--- config.mk ---
export PLATFORM = sky130hd
export DESIGN_NAME = bnf_ctrl
export DESIGN_NICKNAME = d
export VERILOG_FILES = /design/src/design/bnf_pkg.sv /design/src/design/bnf_ctrl.sv
export SDC_FILE = /design/constraint.sdc
export NUM_CORES = 1
export LEC_CHECK = 0
export BUFFER_PORTS_ARGS = -buffer_cell sky130_fd_sc_hd__buf_2
export CAP_MARGIN = 20
export CORE_AREA = 2 2 39 41
export CTS_BUF_LIST = sky130_fd_sc_hd__clkbuf_2 sky130_fd_sc_hd__clkbuf_4 sky130_fd_sc_hd__clkbuf_8
export DETAILED_ROUTE_END_ITERATION = 7
export DIE_AREA = 0 0 41 43
export SETUP_SLACK_MARGIN = 0.02
export SYNTH_ARGS = -nofsm -noshare
export SYNTH_HDL_FRONTEND = slang
export SYNTH_SLANG_ARGS = --single-unit
--- constraint.sdc ---
create_clock -name i_clk -period 1.82 [get_ports i_clk]
set_clock_uncertainty 0.2 [all_clocks]
set_input_delay 0.091 -clock i_clk [delete_from_list [all_inputs] [get_ports i_clk]]
set_output_delay 0.091 -clock i_clk [all_outputs]
set_load 0.1 [all_outputs]
--- src/design/bnf_pkg.sv ---
// Shared types, widths and codes for the batch normalization forward core.
// Depends on nothing; bnf_intf, bnf_ctrl, bnf_dp, the top and bnf_checker use scoped names.
package bnf_pkg;

    localparam int MAX_BATCH_DEF = 64;
    localparam int MAX_FEAT_DEF  = 64;

    localparam int DATA_W    = 16;
    localparam int FEAT_W    = 6;
    localparam int POS_W     = 6;
    localparam int FCMP_W    = 11;
    localparam int NW        = 7;
    localparam int SUM_W     = 22;
    localparam int SQS_W     = 37;
    localparam int DIV_W     = NW + SQS_W;
    localparam int SQ_IN_W   = 48;
    localparam int SQ_OUT_W  = SQ_IN_W / 2;
    localparam int VE_W      = SQ_IN_W - 16;
    localparam int DEN_W     = NW + SQ_OUT_W;
    localparam int T_W       = 24;

    localparam logic [DATA_W-1:0] EPS_RESET = 16'd1;

    localparam logic OP_SAMPLE = 1'b0;
    localparam logic OP_PARAM  = 1'b1;

    typedef enum logic [3:0] {
        ST_CLEAR,
        ST_LOAD,
        ST_VPREP,
        ST_VDIV,
        ST_VWAIT,
        ST_SQRT,
        ST_SWAIT,
        ST_DEN,
        ST_READ,
        ST_MULA,
        ST_MULB,
        ST_DIV,
        ST_DWAIT,
        ST_EMIT
    } t_state;

    typedef struct packed {
        logic in_ready;
        logic clr_we;
        logic var_prep;
        logic div_start;
        logic div_var;
        logic sq_start;
        logic den_load;
        logic mul_a;
        logic mul_b;
        logic emit;
    } t_cmd;

    typedef struct packed {
        logic close;
        logic clr_last;
        logic div_done;
        logic sq_done;
        logic den_zero;
        logic idx_last;
        logic out_free;
    } t_status;

endpackage

--- src/design/bnf_ctrl.sv ---
// Sequencer for the core: clearing pass, row load, statistics and per-sample results.
// Depends on bnf_pkg for the state enum and the command/status structs.
module bnf_ctrl (
    input  logic             i_clk,
    input  logic             i_rst_n,
    input  bnf_pkg::t_status i_status,
    output bnf_pkg::t_cmd    o_cmd
);

    bnf_pkg::t_state r_state, n_state;

    always_ff @(posedge i_clk) begin
        if (!i_rst_n) begin
            r_state <= bnf_pkg::ST_CLEAR;
        end else begin
            r_state <= n_state;
        end
    end

    always_comb begin
        n_state = r_state;
        case (r_state)
            bnf_pkg::ST_CLEAR: if (i_status.clr_last) n_state = bnf_pkg::ST_LOAD;
            bnf_pkg::ST_LOAD:  if (i_status.close) n_state = bnf_pkg::ST_VPREP;
            bnf_pkg::ST_VPREP: n_state = bnf_pkg::ST_VDIV;
            bnf_pkg::ST_VDIV:  n_state = bnf_pkg::ST_VWAIT;
            bnf_pkg::ST_VWAIT: if (i_status.div_done) n_state = bnf_pkg::ST_SQRT;
            bnf_pkg::ST_SQRT:  n_state = bnf_pkg::ST_SWAIT;
            bnf_pkg::ST_SWAIT: if (i_status.sq_done) n_state = bnf_pkg::ST_DEN;
            bnf_pkg::ST_DEN:   n_state = bnf_pkg::ST_READ;
            bnf_pkg::ST_READ:  n_state = bnf_pkg::ST_MULA;
            bnf_pkg::ST_MULA:  n_state = bnf_pkg::ST_MULB;
            bnf_pkg::ST_MULB: begin
                n_state = i_status.den_zero ? bnf_pkg::ST_EMIT : bnf_pkg::ST_DIV;
            end
            bnf_pkg::ST_DIV:   n_state = bnf_pkg::ST_DWAIT;
            bnf_pkg::ST_DWAIT: if (i_status.div_done) n_state = bnf_pkg::ST_EMIT;
            bnf_pkg::ST_EMIT: begin
                if (i_status.out_free) begin
                    n_state = i_status.idx_last ? bnf_pkg::ST_LOAD : bnf_pkg::ST_READ;
                end
            end
            default:           n_state = bnf_pkg::ST_CLEAR;
        endcase
    end

    always_comb begin
        o_cmd = '0;
        case (r_state)
            bnf_pkg::ST_CLEAR: o_cmd.clr_we = 1'b1;
            bnf_pkg::ST_LOAD:  o_cmd.in_ready = 1'b1;
            bnf_pkg::ST_VPREP: o_cmd.var_prep = 1'b1;
            bnf_pkg::ST_VDIV: begin
                o_cmd.div_start = 1'b1;
                o_cmd.div_var   = 1'b1;
            end
            bnf_pkg::ST_SQRT:  o_cmd.sq_start = 1'b1;
            bnf_pkg::ST_DEN:   o_cmd.den_load = 1'b1;
            bnf_pkg::ST_MULA:  o_cmd.mul_a = 1'b1;
            bnf_pkg::ST_MULB:  o_cmd.mul_b = 1'b1;
            bnf_pkg::ST_DIV:   o_cmd.div_start = 1'b1;
            bnf_pkg::ST_EMIT:  o_cmd.emit = i_status.out_free;
            default:           o_cmd = '0;
        endcase
    end

endmodule

Word-level counts from Yosys, hierarchy flattened
Cells that the tools add are included.

storage, ports and cells
  flip-flop bits (word level) = 4
  input bits = 9
  logic and storage cells = 42

cells by class
  equal/unequal tests = 19
  multiplexer cells = 19
  reduce and logical (&&, ||, !) cells = 3

operators by type and width
  operator                                                          count
  4-bit one-hot mux with 14 select lines                            1
  4-bit 2-to-1 mux                                                  7
  4-bit == test (second input constant)                             6
  4-bit by 3-bit == test with 1-bit output (second input constant)  4
  2-bit != test (second input constant)                             6
  1-bit 2-to-1 mux                                                  10
  4-bit by 2-bit == test with 1-bit output (second input constant)  2
  6-bit AND reduction                                               1
  4-bit by 1-bit == test with 1-bit output (second input constant)  1
  4-bit logical NOT                                                 1
  3-bit 2-to-1 mux                                                  1
  2-bit OR reduction                                                1

Longest topological paths before layout
Gate-level depths: netlist of run 1.

  depth after elaboration = 3
  mapped depth = 6

Least setup slack after synthesis of run 1
Ideal clock, no wire load.

  path kind = reg2out
  start point = register r_state[3]
  end point = output o_cmd[8] (netlist bit)
  arrival time = 3.460 ns
  required time = 1.529 ns
  path slack = -1.931 ns
  stages on the path, launching flop included = 3
  buffers on the path = 1
  cells stage by stage = dfxtp_1 > clkbuf_1 > nor4_1

RTL lines
  item                      RTL line        source
  start: declaration        bnf_ctrl.sv:10  bnf_pkg::t_state r_state, n_state;
  start signal: assignment  bnf_ctrl.sv:14  r_state <= bnf_pkg::ST_CLEAR;
  start signal: assignment  bnf_ctrl.sv:16  r_state <= n_state;
  end: declaration          bnf_ctrl.sv:7   output bnf_pkg::t_cmd o_cmd

==> impl_results.html, run 1 <==
<table>
<tr><th>Metric</th><th>Value</th></tr>
<tr><th colspan="2">Outcome</th></tr>
<tr><td>Result of the run</td><td>completed</td></tr>
<tr><th colspan="2">Floorplanning</th></tr>
<tr><td>Row cnt</td><td>14</td></tr>
<tr><td>Chip width</td><td>41 um</td></tr>
<tr><td>Initial Utilization</td><td>around 30%</td></tr>
<tr><td>Area of the placeable core</td><td>about 1400 um^2</td></tr>
<tr><td>Top-level I/O count</td><td>19</td></tr>
<tr><td>Overall die height</td><td>about 43 um</td></tr>
<tr><td>Total die area</td><td>around 1800 um^2</td></tr>
<tr><th colspan="2">CTS</th></tr>
<tr><td>Worst-case clock buffer depth</td><td>2</td></tr>
<tr><td>Number of buffers added by the clock tree synthesis step</td><td>3</td></tr>
<tr><td>Clock insertion delay at the later pin of the skew report</td><td>around 230 ps</td></tr>
<tr><td>Root Driver</td><td>sky130_fd_sc_hd__clkbuf_4</td></tr>
<tr><td>H-tree depth reported by CTS</td><td>1</td></tr>
<tr><td>Clock transition at the register clock pins on the worst setup and hold paths after CTS</td><td>~30 ps</td></tr>
<tr><td>Clock Sink Count</td><td>4</td></tr>
<tr><td>Number of buffers added for setup after CTS</td><td>0</td></tr>
<tr><td>CTS tree</td><td>built</td></tr>
<tr><th colspan="2">Timing</th></tr>
<tr><td>Unrepaired setup endpoints after global routing</td><td>false</td></tr>
<tr><td>Minimum period implied by the final worst setup slack</td><td>between 1500 and 2000 ps</td></tr>
<tr><td>Smallest hold slack</td><td>about 66 ps</td></tr>
<tr><td>F_max</td><td>0.5901 GHz</td></tr>
<tr><td>Final-report max-slew violation count</td><td>0</td></tr>
<tr><td>Final period utilization</td><td>93.11%</td></tr>
<tr><td>Final hold vios</td><td>0</td></tr>
<tr><td>Worst slew pin tran</td><td>between 200 and 300 ps</td></tr>
<tr><td>Setup-violating endpoint count in the final report</td><td>0</td></tr>
<tr><td>Worst max-slew margin expressed relative to the limit</td><td>about four fifths</td></tr>
<tr><th colspan="2">Synth</th></tr>
<tr><td>Largest area contributor in the netlist</td><td>sky130_fd_sc_hd__dfxtp_1</td></tr>
<tr><td>Gate count after technology mapping</td><td>60</td></tr>
<tr><td>Sequential area share after synthesis</td><td>approximately a fifth</td></tr>
<tr><td>Post-synthesis average cell area</td><td>between 6 and 7 um^2</td></tr>
<tr><td>Synth Cell Area</td><td>roughly 410 um^2</td></tr>
<tr><td>Warnings from Yosys</td><td>0</td></tr>
<tr><td>Post-synth top area share</td><td>about a fifth</td></tr>
<tr><td>Number of different library cells in the post-synthesis netlist</td><td>23</td></tr>
<tr><td>Net count after synthesis</td><td>69</td></tr>
<tr><td>Top cells by area in the synthesized netlist</td><td>sky130_fd_sc_hd__dfxtp_1, sky130_fd_sc_hd__mux2i_1, sky130_fd_sc_hd__nand2_1</td></tr>
<tr><td>Synthesized flop and latch total</td><td>4</td></tr>
<tr><th colspan="2">Worst setup path</th></tr>
<tr><td>Total buffers and inverters traversed by the critical path</td><td>2</td></tr>
<tr><td>Cell with the largest stage delay on the worst path</td><td>sky130_fd_sc_hd__dfxtp_1</td></tr>
<tr><td>Critical Path, Cell by Cell</td><td>buf_4 -&gt; nand2_1 -&gt; nor3_4 -&gt; buf_12</td></tr>
<tr><td>Data arrival time of the critical path</td><td>roughly 1400 ps</td></tr>
<tr><td>Largest fanout on the critical path</td><td>13</td></tr>
<tr><td>Startpoint kind of the worst setup timing path</td><td>register</td></tr>
<tr><td>Required time at the worst-slack endpoint</td><td>between 1500 and 2000 ps</td></tr>
<tr><td>Cell family contributing the most delay on the critical path</td><td>buffers and inverters</td></tr>
<tr><td>CP endpoint kind</td><td>output port</td></tr>
<tr><td>Largest stage delay on the critical path</td><td>400 ps</td></tr>
<tr><td>Type of the worst setup path</td><td>register to output port</td></tr>
<tr><th colspan="2">Global route</th></tr>
<tr><td>Initial antenna violation count</td><td>0</td></tr>
<tr><td>Global route total overflow</td><td>0</td></tr>
<tr><td>Overall track demand over capacity in global routing</td><td>between 10 and 15%</td></tr>
<tr><td>First-pass GRT wire length</td><td>about 1800 um</td></tr>
<tr><td>Vias in the first global route</td><td>approximately 450</td></tr>
<tr><td>Largest net degree at the start of global routing</td><td>15</td></tr>
<tr><th colspan="2">Detailed routing</th></tr>
<tr><td>Vias</td><td>between 500 and 600</td></tr>
<tr><td>Detail-routed net length per standard cell</td><td>about 11 um</td></tr>
<tr><td>Post-detailed-route DRC marker count</td><td>0</td></tr>
<tr><td>ANT nets after route</td><td>0</td></tr>
<tr><td>DRT iter0 DRCs</td><td>8</td></tr>
<tr><td>Routed wire length</td><td>between 1000 and 1500 um</td></tr>
<tr><td>Ratio of routed vias to standard cells</td><td>around 5</td></tr>
<tr><td>Detailed-router iteration count before antenna repair</td><td>4</td></tr>
<tr><th colspan="2">Pwr</th></tr>
<tr><td>Sequential cell fraction of total power</td><td>16.1%</td></tr>
<tr><td>Sw Share</td><td>between 40% and 50%</td></tr>
<tr><td>Internal Pwr Total</td><td>roughly 360 uW</td></tr>
<tr><td>Leakage power of the design</td><td>0.3100 nW</td></tr>
<tr><td>Psw</td><td>roughly 360 uW</td></tr>
<tr><td>Worst ir drop on vdd</td><td>~0.61 mV</td></tr>
<tr><td>Portion of total power attributed to the clock network</td><td>14.5%</td></tr>
<tr><td>Pwr Density</td><td>867.3 nW/um^2</td></tr>
<tr><td>Combinational share of power</td><td>69.4%</td></tr>
<tr><th colspan="2">Final layout</th></tr>
<tr><td>Layout cells sized above 1</td><td>roughly half</td></tr>
<tr><td>Non-Filler Cell Area, Final</td><td>825.8 um^2</td></tr>
<tr><td>Registers with the most flip-flops</td><td>r_state x4</td></tr>
<tr><td>Final net count</td><td>93</td></tr>
<tr><td>Flip-flop count of the largest register after layout</td><td>4</td></tr>
<tr><td>Area Overhead vs Synth</td><td>100.0%</td></tr>
<tr><td>Register with the most flip-flops</td><td>r_state</td></tr>
<tr><td>Diodes inserted</td><td>0</td></tr>
<tr><th colspan="2">Place</th></tr>
<tr><td>Final estimated routing congestion in global placement</td><td>~0.81</td></tr>
<tr><td>DP Area</td><td>788.3 um^2</td></tr>
<tr><td>Total of buffers placed on input and output ports</td><td>18</td></tr>
<tr><td>Hpwl dp</td><td>about 890 um</td></tr>
<tr><th colspan="2">Job</th></tr>
<tr><td>Max-Cap Viols</td><td>0</td></tr>
<tr><th colspan="2">Min path</th></tr>
<tr><td>Path class of the lowest-slack min-delay path</td><td>input port to register</td></tr>
</table>
## final timing paths
kind	start	to	slack [ps]	cells past startpoint
max	r_state[3]	o_cmd[1]	130	4
min	i_status[1]	r_state[0]	70	5
max reg2reg	r_state[0]	r_state[0]	270	4
min reg2reg	r_state[2]	r_state[2]	470	3
## kinds of logic (layout without fill, tap and decap cells)
logic type	after synthesis	after routing	share of synthesized area, %
AO/OA/AOI/OAI	11	11	21.52
buffers and inverters	7	29	7.273
flip-flops	4	4	19.39
multiplexers	4	4	9.697
AND/OR/NAND/NOR	34	34	42.12
## power by group through the flow
stage	clock (mW)	sequential (mW)	combinational (mW)
6_report	0.104	0.115	0.497
5_1_grt	0.122	0.117	0.519
4_1_cts	0.110	0.113	0.495
3_5_place_dp	0	0.114	0.493
3_3_place_gp	0	0.113	0.490
2_1_floorplan	0	0.108	0.384
## cell type report
class,count,area (um^2)
fill,125,558.0
multi-input combinational,49,401.6
timing repair buffer,24,291.5
sequential,4,82.58
clock buffer,3,22.52
tap,16,20.02
inverter,2,7.507
## per-stage QoR
| step | cells | TNS (ps) | worst slack (ps) | util [%] | power, mW |
|---|---|---|---|---|---|
| final | 98 | 0 | 125.5 | 59.67 | 0.7162 |
| after global routing | 98 | 0 | 50.77 | 59.67 | 0.7574 |
| after CTS | 98 | 0 | 31.29 | 59.31 | 0.7185 |
| after detailed placement | 94 | 0 | 235.4 | 56.96 | 0.6076 |
| after global placement | 94 | 0 | 282.9 | 56.96 | 0.6027 |
| after floorplan | 60 | -103.5 | -91.85 | - | 0.4914 |
## routing by layer
| metal | share of wire, % | track usage [%] | vias up | routed length (um) |
|---|---|---|---|---|
| met4 | 0 | 4.000 | 0 | 0 |
| met3 | 4.7 | 3.665 | 0 | 52 |
| li1 | - | - | 256 | - |
| met5 | 0 | 0 | - | 0 |
| met2 | 53 | 21.56 | 13 | 585 |
| met1 | 42 | 19.54 | 233 | 457 |
## cells in the final DEF (no fill, tap or decap)
master / count
sky130_fd_sc_hd__a21boi_0: 1
sky130_fd_sc_hd__buf_2: 8
sky130_fd_sc_hd__buf_12: 10
sky130_fd_sc_hd__nor2_2: 2
sky130_fd_sc_hd__nor3b_4: 1
sky130_fd_sc_hd__nor3_1: 1
sky130_fd_sc_hd__dfxtp_2: 2
sky130_fd_sc_hd__a32oi_4: 1
sky130_fd_sc_hd__clkbuf_4: 3
sky130_fd_sc_hd__mux2i_1: 4
sky130_fd_sc_hd__nor2_1: 3
sky130_fd_sc_hd__nand4b_1: 1
sky130_fd_sc_hd__nand2b_1: 3
sky130_fd_sc_hd__nor2_4: 2
sky130_fd_sc_hd__nand2_1: 9
sky130_fd_sc_hd__a21o_1: 2
sky130_fd_sc_hd__buf_4: 4
sky130_fd_sc_hd__o21ai_0: 2
sky130_fd_sc_hd__o21ai_1: 1
sky130_fd_sc_hd__buf_6: 1
sky130_fd_sc_hd__nand3_1: 4
sky130_fd_sc_hd__nor3b_2: 1
sky130_fd_sc_hd__dfxtp_1: 2
sky130_fd_sc_hd__o21a_1: 1
sky130_fd_sc_hd__dlygate4sd3_1: 1
sky130_fd_sc_hd__o22ai_1: 1
sky130_fd_sc_hd__inv_1: 2
sky130_fd_sc_hd__nor4_4: 1
sky130_fd_sc_hd__nand2b_4: 1
sky130_fd_sc_hd__and3b_1: 1
sky130_fd_sc_hd__a21oi_1: 2
sky130_fd_sc_hd__nor3_4: 4
## synth_stat cells (all sizes together)
| master | count |
|---|---|
| nand2 | 9 |
| nor2 | 7 |
| nor3 | 5 |
| dfxtp | 4 |
| mux2i | 4 |
| nand2b | 4 |
| nand3 | 4 |
| buf | 3 |
| o21ai | 3 |
| a21o | 2 |
| a21oi | 2 |
| clkbuf | 2 |
| inv | 2 |
| nor3b | 2 |
| a21boi | 1 |
| a32oi | 1 |
| and3b | 1 |
| nand4b | 1 |
| nor4 | 1 |
| o21a | 1 |
| o22ai | 1 |
## what timing repair did
action                                  in CTS  in global routing
endpoints found under the setup margin       0                  1
hold buffers                                 1                  0
resized for setup                            0                  2
endpoints found under the hold margin        4                  0
## worst register-to-register path: stages, from the launching register on
cell and delay (ps):
sky130_fd_sc_hd__dfxtp_2 350, sky130_fd_sc_hd__nor3b_2 220, sky130_fd_sc_hd__nand2b_1 140, sky130_fd_sc_hd__a32oi_4 330, sky130_fd_sc_hd__mux2i_1 230
No activity file was read; power rests on OpenSTA's default activity.
==> run 2, diff against run 1 <==
- RECOVER_POWER: unset -> 25
==> run 2 against run 1 <==
Global-route usage is the same. Routed wire length shrank 0.46%. Cell count is the same. Critical endpoint unchanged. Largest power group unchanged. Clock power is essentially flat. Highest routed layer unchanged. Sequential cell count is the same. Critical path type unchanged.
==> impl_results.html, run 2 (synthesis gave the netlist of run 1 again) <==
<table>
<tr><th>Metric</th><th>Value</th></tr>
<tr><th colspan="2">Outcome</th></tr>
<tr><td>Result of the run</td><td>completed (unchanged)</td></tr>
<tr><th colspan="2">Timing</th></tr>
<tr><td>Worst setup margin</td><td>126.5 ps (was 125.5 ps)</td></tr>
<tr><td>Worst max-slew margin expressed relative to the limit</td><td>65.29% (was 81.94%)</td></tr>
<tr><td>Final period utilization</td><td>93.05% (was 93.11%)</td></tr>
<tr><td>Minimum period implied by the final worst setup slack</td><td>1694 ps (was 1695 ps)</td></tr>
<tr><td>Worst slew pin tran</td><td>520.6 ps (was 270.9 ps)</td></tr>
<tr><td>Unrepaired setup endpoints after global routing</td><td>false (unchanged)</td></tr>
<tr><td>F_max</td><td>0.5905 GHz (was 0.5901 GHz)</td></tr>
<tr><td>Setup-violating endpoint count in the final report</td><td>0 (unchanged)</td></tr>
<tr><td>Smallest hold slack</td><td>21.13 ps (was 65.67 ps)</td></tr>
<tr><td>Final hold vios</td><td>0 (unchanged)</td></tr>
<tr><td>Final-report max-slew violation count</td><td>0 (unchanged)</td></tr>
<tr><th colspan="2">Place</th></tr>
<tr><td>Hpwl dp</td><td>887.8 um (unchanged)</td></tr>
<tr><td>Placement Setup Slack</td><td>235.4 ps (unchanged)</td></tr>
<tr><td>Total of buffers placed on input and output ports</td><td>18 (unchanged)</td></tr>
<tr><td>Final estimated routing congestion in global placement</td><td>0.8068 (unchanged)</td></tr>
<tr><th colspan="2">Detailed routing</th></tr>
<tr><td>ANT nets after route</td><td>0 (unchanged)</td></tr>
<tr><td>Vias</td><td>495 (was 502)</td></tr>
<tr><td>Routed wire length</td><td>1090 um (was 1095 um)</td></tr>
<tr><td>Ratio of routed vias to standard cells</td><td>5.051 (was 5.122)</td></tr>
<tr><td>Post-detailed-route DRC marker count</td><td>0 (unchanged)</td></tr>
<tr><td>Detailed-router iteration count before antenna repair</td><td>4 (unchanged)</td></tr>
<tr><td>DRT iter0 DRCs</td><td>6 (was 8)</td></tr>
<tr><td>Detail-routed net length per standard cell</td><td>11.12 um (was 11.17 um)</td></tr>
<tr><th colspan="2">Pwr</th></tr>
<tr><td>Leakage power of the design</td><td>0.3013 nW (was 0.3100 nW)</td></tr>
<tr><td>Internal Pwr Total</td><td>339.4 uW (was 360.1 uW)</td></tr>
<tr><td>Total power after layout</td><td>688.6 uW (was 716.2 uW)</td></tr>
<tr><td>Combinational share of power</td><td>68.2% (was 69.4%)</td></tr>
<tr><td>Worst ir drop on vdd</td><td>0.6007 mV (was 0.6094 mV)</td></tr>
<tr><td>Psw</td><td>349.2 uW (was 356.1 uW)</td></tr>
<tr><td>Pwr Density</td><td>880.6 nW/um^2 (was 867.3 nW/um^2)</td></tr>
<tr><td>Sw Share</td><td>50.71% (was 49.73%)</td></tr>
<tr><td>Portion of total power attributed to the clock network</td><td>15.1% (was 14.5%)</td></tr>
<tr><td>Sequential cell fraction of total power</td><td>16.7% (was 16.1%)</td></tr>
<tr><th colspan="2">Global route</th></tr>
<tr><td>Global route total overflow</td><td>0 (unchanged)</td></tr>
<tr><td>Initial antenna violation count</td><td>0 (unchanged)</td></tr>
<tr><td>Vias in the first global route</td><td>447 (unchanged)</td></tr>
<tr><td>Overall track demand over capacity in global routing</td><td>14.31% (unchanged)</td></tr>
<tr><td>First-pass GRT wire length</td><td>1794 um (unchanged)</td></tr>
<tr><td>Largest net degree at the start of global routing</td><td>15 (unchanged)</td></tr>
<tr><th colspan="2">Worst setup path</th></tr>
<tr><td>CP endpoint kind</td><td>output port (unchanged)</td></tr>
<tr><td>Startpoint kind of the worst setup timing path</td><td>register (unchanged)</td></tr>
<tr><td>Type of the worst setup path</td><td>register to output port (unchanged)</td></tr>
<tr><td>Largest fanout on the critical path</td><td>13 (unchanged)</td></tr>
<tr><td>Path depth of the worst reg2reg path</td><td>4 (unchanged)</td></tr>
<tr><td>Reg2Reg Capture Point</td><td>r_state[0] (unchanged)</td></tr>
<tr><td>Data arrival time of the critical path</td><td>1400 ps (about the same)</td></tr>
<tr><td>Required time at the worst-slack endpoint</td><td>1530 ps (about the same)</td></tr>
<tr><td>Worst R2R Start</td><td>r_state[0] (unchanged)</td></tr>
<tr><td>Setup slack of the worst register-to-register path</td><td>160 ps (was 270 ps)</td></tr>
<tr><th colspan="2">Final layout</th></tr>
<tr><td>Final net count</td><td>93 (unchanged)</td></tr>
<tr><td>Most frequent cells in the layout</td><td>sky130_fd_sc_hd__nand2_1, sky130_fd_sc_hd__buf_2, sky130_fd_sc_hd__buf_12 (was sky130_fd_sc_hd__buf_12, sky130_fd_sc_hd__nand2_1, sky130_fd_sc_hd__buf_2)</td></tr>
<tr><td>Area Overhead vs Synth</td><td>89.39% (was 100.0%)</td></tr>
<tr><td>Registers with the most flip-flops</td><td>r_state x4 (unchanged)</td></tr>
<tr><td>Commonest non-fill, non-tap cell in the layout</td><td>sky130_fd_sc_hd__nand2_1 (was sky130_fd_sc_hd__buf_12)</td></tr>
<tr><td>Layout cells sized above 1</td><td>48.78% (was 50.00%)</td></tr>
<tr><td>Diodes inserted</td><td>0 (unchanged)</td></tr>
<tr><td>Register with the most flip-flops</td><td>r_state (unchanged)</td></tr>
<tr><td>Flip-flop count of the largest register after layout</td><td>4 (unchanged)</td></tr>
<tr><th colspan="2">CTS</th></tr>
<tr><td>Root Driver</td><td>sky130_fd_sc_hd__clkbuf_4 (unchanged)</td></tr>
<tr><td>H-tree depth reported by CTS</td><td>1 (unchanged)</td></tr>
<tr><td>CTS tree</td><td>built (unchanged)</td></tr>
<tr><td>Number of buffers added for setup after CTS</td><td>0 (unchanged)</td></tr>
<tr><td>Clock insertion delay at the later pin of the skew report</td><td>230 ps (about the same)</td></tr>
<tr><td>Worst-case clock buffer depth</td><td>2 (unchanged)</td></tr>
<tr><td>Clock transition at the register clock pins on the worst setup and hold paths after CTS</td><td>30 ps (about the same)</td></tr>
<tr><td>Number of buffers added by the clock tree synthesis step</td><td>3 (unchanged)</td></tr>
<tr><td>Clock Sink Count</td><td>4 (unchanged)</td></tr>
<tr><th colspan="2">Min path</th></tr>
<tr><td>Worst hold path stage count</td><td>4 (was 5)</td></tr>
<tr><td>Path class of the lowest-slack min-delay path</td><td>input port to register (unchanged)</td></tr>
<tr><td>Startpoint of the tightest hold check path</td><td>i_status[3] (was i_status[1])</td></tr>
<tr><td>Hold-critical path endpoint</td><td>r_state[1] (was r_state[0])</td></tr>
<tr><th colspan="2">Floorplanning</th></tr>
<tr><td>Chip width</td><td>41 um (unchanged)</td></tr>
<tr><td>Top-level I/O count</td><td>19 (unchanged)</td></tr>
<tr><td>Total die area</td><td>1763 um^2 (unchanged)</td></tr>
<tr><td>Row cnt</td><td>14 (unchanged)</td></tr>
<tr><td>Overall die height</td><td>43 um (unchanged)</td></tr>
<tr><td>Initial Utilization</td><td>29.84% (unchanged)</td></tr>
<tr><td>Area of the placeable core</td><td>1384 um^2 (unchanged)</td></tr>
<tr><th colspan="2">Job</th></tr>
<tr><td>Max-Cap Viols</td><td>0 (unchanged)</td></tr>
</table>
## run 2: final cells by class
type / count / area, um^2
well taps: 16 / 20.02
clock buffers: 3 / 22.52
flip-flops and latches: 4 / 82.58
multi-input cells: 49 / 382.9
repair buffers: 24 / 266.5
fillers: 132 / 601.8
inverters: 2 / 7.507
## run 2: stage by stage
| step | TNS, ps | cell area, um^2 | util, % | instances |
|---|---|---|---|---|
| 6_report | 0 | 782.0 | 56.51 | 98 |
| 5_1_grt | 0 | 782.0 | 56.51 | 98 |
| 4_1_cts | 0 | 820.8 | 59.31 | 98 |
| 3_5_place_dp | 0 | 788.3 | 56.96 | 94 |
| 3_3_place_gp | 0 | 788.3 | 56.96 | 94 |
| 2_1_floorplan | -103.5 | 551.8 | - | 60 |
## run 2: how the worst max path moves through the flow
stage                          start          to  cells past startpoint
after CTS                 r_state[0]    o_cmd[2]                      4
after floorplan           r_state[3]    o_cmd[8]                      2
after global placement    r_state[0]  r_state[0]                      4
after global routing      r_state[0]  r_state[0]                      4
after detailed placement  r_state[0]  r_state[0]                      4
final                     r_state[3]    o_cmd[1]                      4
## run 2: critical path: stages (launching register included)
cell and delay [ps]:
sky130_fd_sc_hd__dfxtp_1 400, sky130_fd_sc_hd__buf_4 250, sky130_fd_sc_hd__nand2_1 120, sky130_fd_sc_hd__nor3_4 210, sky130_fd_sc_hd__buf_12 200
## run 2: layer usage
layer,vias to the layer above,global-route usage (%),routed length [um],part of all wire [%]
met1,230,19.54,456,42
met3,0,3.665,47,4.3
li1,256,-,-,-
met2,9,21.56,586,54
met5,-,0,0,0
met4,0,4.000,0,0
## run 2: power groups by stage
stage               sequential [mW]  clock (mW)  combinational (mW)
detailed placement            0.114           0               0.493
CTS                           0.113       0.110               0.495
floorplan                     0.108           0               0.384
global route                  0.117       0.122               0.491
finish                        0.115       0.104               0.469
global placement              0.113           0               0.490
## run 2: timing repair
action	in CTS	in global routing
hold buffers	1	0
hold endpoints to repair	4	0
resized for setup	0	2
endpoints found under the setup margin	0	1
==> run 3, diff against run 2 <==
- PLACE_DENSITY_LB_ADDON: unset -> 0.12
==> run 3 against run 2 <==
Global-route usage rose by 2.3 points. Fmax is 1.9% lower. Die area unchanged. Setup slack worse by 33 ps. Combinational power up 4%. Power increased by 4.9%. Critical path depth unchanged. Via count rose by 1.2%. Utilization rose by 3.5 points. Critical path type unchanged.
==> impl_results.html, run 3 (synthesis gave the netlist of run 1 again) <==
<table>
<tr><th>Metric</th><th>Value</th></tr>
<tr><th colspan="2">Min path</th></tr>
<tr><td>Path class of the lowest-slack min-delay path</td><td>input port to register (unchanged)</td></tr>
<tr><td>Hold-critical path endpoint</td><td>r_state[1] (unchanged)</td></tr>
<tr><td>Startpoint of the tightest hold check path</td><td>i_status[3] (unchanged)</td></tr>
<tr><td>Worst hold path stage count</td><td>4 (unchanged)</td></tr>
<tr><th colspan="2">Worst setup path</th></tr>
<tr><td>Critical Path, Cell by Cell</td><td>buf_6 -&gt; nand2b_4 -&gt; nor3b_4 -&gt; buf_12 (was buf_4 -&gt; nand2_1 -&gt; nor3_4 -&gt; buf_12)</td></tr>
<tr><td>Path depth of the worst reg2reg path</td><td>4 (unchanged)</td></tr>
<tr><td>Worst R2R Start</td><td>r_state[0] (unchanged)</td></tr>
<tr><td>Largest stage delay on the critical path</td><td>430 ps (was 400 ps)</td></tr>
<tr><td>CP endpoint kind</td><td>output port (unchanged)</td></tr>
<tr><td>Required time at the worst-slack endpoint</td><td>1530 ps (about the same)</td></tr>
<tr><td>Reg2Reg Capture Point</td><td>r_state[2] (was r_state[0])</td></tr>
<tr><td>Type of the worst setup path</td><td>register to output port (unchanged)</td></tr>
<tr><td>Setup slack of the worst register-to-register path</td><td>270 ps (was 160 ps)</td></tr>
<tr><td>Cell with the largest stage delay on the worst path</td><td>sky130_fd_sc_hd__dfxtp_1 (unchanged)</td></tr>
<tr><td>Largest fanout on the critical path</td><td>12 (was 13)</td></tr>
<tr><td>Startpoint kind of the worst setup timing path</td><td>register (unchanged)</td></tr>
<tr><td>Data arrival time of the critical path</td><td>1440 ps (was 1400 ps)</td></tr>
<tr><th colspan="2">Global route</th></tr>
<tr><td>Global route total overflow</td><td>0 (unchanged)</td></tr>
<tr><td>Global route hottest layer</td><td>met2 (unchanged)</td></tr>
<tr><td>Largest net degree at the start of global routing</td><td>15 (unchanged)</td></tr>
<tr><td>Met2 capacity usage during global routing</td><td>25.62% (was 21.56%)</td></tr>
<tr><td>First-pass GRT wire length</td><td>2035 um (was 1794 um)</td></tr>
<tr><td>Met1 global-route usage</td><td>20.65% (was 19.54%)</td></tr>
<tr><td>Vias in the first global route</td><td>522 (was 447)</td></tr>
<tr><td>Met3 Usage GRT</td><td>5.236% (was 3.665%)</td></tr>
<tr><td>Initial antenna violation count</td><td>0 (unchanged)</td></tr>
<tr><td>Overall track demand over capacity in global routing</td><td>16.58% (was 14.31%)</td></tr>
<tr><th colspan="2">Place</th></tr>
<tr><td>Placed cell count</td><td>96 (was 94)</td></tr>
<tr><td>Hpwl dp</td><td>898.7 um (was 887.8 um)</td></tr>
<tr><td>Final estimated routing congestion in global placement</td><td>0.7494 (was 0.8068)</td></tr>
<tr><td>Total of buffers placed on input and output ports</td><td>18 (unchanged)</td></tr>
<tr><th colspan="2">Job</th></tr>
<tr><td>Max-Cap Viols</td><td>0 (unchanged)</td></tr>
<tr><th colspan="2">Detailed routing</th></tr>
<tr><td>Post-detailed-route DRC marker count</td><td>0 (unchanged)</td></tr>
<tr><td>Detail-routed net length per standard cell</td><td>11.70 um (was 11.12 um)</td></tr>
<tr><td>DRT iter0 DRCs</td><td>7 (was 6)</td></tr>
<tr><td>Routed wire length</td><td>1170 um (was 1090 um)</td></tr>
<tr><td>ANT nets after route</td><td>0 (unchanged)</td></tr>
<tr><td>Ratio of routed vias to standard cells</td><td>5.010 (was 5.051)</td></tr>
<tr><td>Vias</td><td>501 (was 495)</td></tr>
<tr><td>Detailed-router iteration count before antenna repair</td><td>2 (was 4)</td></tr>
<tr><th colspan="2">Timing</th></tr>
<tr><td>Unrepaired setup endpoints after global routing</td><td>false (unchanged)</td></tr>
<tr><td>Final-report max-slew violation count</td><td>0 (unchanged)</td></tr>
<tr><td>Final period utilization</td><td>94.87% (was 93.05%)</td></tr>
<tr><td>Sum of negative setup slack</td><td>0 ps (unchanged)</td></tr>
<tr><td>Minimum period implied by the final worst setup slack</td><td>1727 ps (was 1694 ps)</td></tr>
<tr><td>Worst max-slew margin expressed relative to the limit</td><td>79.98% (was 65.29%)</td></tr>
<tr><td>Worst slew pin tran</td><td>302.0 ps (was 520.6 ps)</td></tr>
<tr><td>F_max</td><td>0.5792 GHz (was 0.5905 GHz)</td></tr>
<tr><td>Final hold vios</td><td>0 (unchanged)</td></tr>
<tr><td>Setup-violating endpoint count in the final report</td><td>0 (unchanged)</td></tr>
<tr><th colspan="2">CTS</th></tr>
<tr><td>Number of buffers added by the clock tree synthesis step</td><td>3 (unchanged)</td></tr>
<tr><td>Clock Sink Count</td><td>4 (unchanged)</td></tr>
<tr><td>H-tree depth reported by CTS</td><td>1 (unchanged)</td></tr>
<tr><td>Clock insertion delay at the later pin of the skew report</td><td>240 ps (was 230 ps)</td></tr>
<tr><td>Number of buffers added for setup after CTS</td><td>0 (unchanged)</td></tr>
<tr><td>Clock transition at the register clock pins on the worst setup and hold paths after CTS</td><td>40 ps (was 30 ps)</td></tr>
<tr><td>CTS tree</td><td>built (unchanged)</td></tr>
<tr><td>Root Driver</td><td>sky130_fd_sc_hd__clkbuf_4 (unchanged)</td></tr>
<tr><td>Worst-case clock buffer depth</td><td>2 (unchanged)</td></tr>
<tr><th colspan="2">Floorplanning</th></tr>
<tr><td>Top-level I/O count</td><td>19 (unchanged)</td></tr>
<tr><td>Overall die height</td><td>43 um (unchanged)</td></tr>
<tr><td>Row cnt</td><td>14 (unchanged)</td></tr>
<tr><td>Initial Utilization</td><td>29.84% (unchanged)</td></tr>
<tr><td>Chip width</td><td>41 um (unchanged)</td></tr>
<tr><td>Area of the placeable core</td><td>1384 um^2 (unchanged)</td></tr>
<tr><td>Total die area</td><td>1763 um^2 (unchanged)</td></tr>
<tr><th colspan="2">Final layout</th></tr>
<tr><td>Most frequent cells in the layout</td><td>sky130_fd_sc_hd__buf_12, sky130_fd_sc_hd__nand2_1, sky130_fd_sc_hd__buf_2 (was sky130_fd_sc_hd__nand2_1, sky130_fd_sc_hd__buf_2, sky130_fd_sc_hd__buf_12)</td></tr>
<tr><td>Core occupancy in the finished layout</td><td>60.04% (was 56.51%)</td></tr>
<tr><td>Register with the most flip-flops</td><td>r_state (unchanged)</td></tr>
<tr><td>Final net count</td><td>95 (was 93)</td></tr>
<tr><td>Diodes inserted</td><td>0 (unchanged)</td></tr>
<tr><td>Layout cells sized above 1</td><td>52.38% (was 48.78%)</td></tr>
<tr><td>Flip-flop count of the largest register after layout</td><td>4 (unchanged)</td></tr>
<tr><td>Number of non-filler instances in the completed layout</td><td>100 (was 98)</td></tr>
<tr><td>Area Overhead vs Synth</td><td>101.2% (was 89.39%)</td></tr>
<tr><td>Registers with the most flip-flops</td><td>r_state x4 (unchanged)</td></tr>
<tr><td>Commonest non-fill, non-tap cell in the layout</td><td>sky130_fd_sc_hd__buf_12 (was sky130_fd_sc_hd__nand2_1)</td></tr>
<tr><th colspan="2">Pwr</th></tr>
<tr><td>Pwr Density</td><td>869.1 nW/um^2 (was 880.6 nW/um^2)</td></tr>
<tr><td>Worst ir drop on vdd</td><td>0.5129 mV (was 0.6007 mV)</td></tr>
<tr><td>Leakage power of the design</td><td>0.3184 nW (was 0.3013 nW)</td></tr>
<tr><th colspan="2">Outcome</th></tr>
<tr><td>Result of the run</td><td>completed (unchanged)</td></tr>
</table>
==> run 3: changes by cell type in the layout (fill, tap and decap cells not counted) <==
cell                       previous run  this run
sky130_fd_sc_hd__a32oi_1              1         0
sky130_fd_sc_hd__nand2_2              0         1
sky130_fd_sc_hd__buf_4                4         6
sky130_fd_sc_hd__clkbuf_4             5         4
sky130_fd_sc_hd__buf_12               8         9
sky130_fd_sc_hd__a32oi_4              0         1
sky130_fd_sc_hd__nand2_1              9         8
==> run 3: final cells by class <==
type	instances	area (um^2)
multi-input cells	49	404.1
inverters	2	7.507
fillers	136	553.0
well taps	16	20.02
repair buffers	26	294.0
flip-flops and latches	4	82.58
clock buffers	3	22.52
==> run 3: worst max-delay path: cells and delay by family, from the launching register on <==
| family | cells | cell delay (ps) |
|---|---|---|
| simple gates | 2 | 340 |
| buf+inv | 2 | 420 |
| flops | 1 | 430 |
==> run 3: where the power goes <==
group          switching (mW)  leakage (nW)  total [mW]  internal (mW)
Sequential             0.0192        0.0336       0.120          0.100
Combinational           0.307         0.271       0.488          0.182
Clock                  0.0400        0.0138       0.114         0.0740
Total                   0.366         0.318       0.722          0.356
==> run 3: layer usage <==
layer / part of all wire (%) / vias to the layer above / wire length [um]
met5: 0 / - / 0
met4: 0 / 0 / 0
met3: 4.3 / 0 / 50
met2: 54 / 11 / 628
met1: 42 / 231 / 491
li1: - / 259 / -
==> run 3: how the worst max path moves through the flow <==
stage | slack [ps] | cells after the start | end | start
after global routing | 30 | 4 | o_cmd[2] | r_state[0]
after global placement | 220 | 4 | r_state[2] | r_state[1]
final | 90 | 4 | o_cmd[2] | r_state[0]
after CTS | 20 | 4 | o_cmd[4] | r_state[0]
after detailed placement | 200 | 4 | r_state[2] | r_state[1]
after floorplan | -90 | 2 | o_cmd[8] | r_state[3]
==> run 3: what timing repair did <==
item | in CTS | in global routing
hold endpoints to repair | 4 | 0
setup endpoints to repair | 1 | 4
hold buffers | 1 | 0
resized for setup | 1 | 2
==> run 3: through the flow <==
stage	hold slack [ps]	worst slack [ps]	power (mW)	area (um^2)
after detailed placement	226.2	202.0	0.6140	803.3
after floorplan	33.49	-91.85	0.4914	551.8
final	57.02	93.33	0.7220	830.8
after global placement	213.7	216.7	0.6094	803.3
after CTS	60.30	23.61	0.7366	839.6
after global routing	76.74	27.01	0.7614	830.8
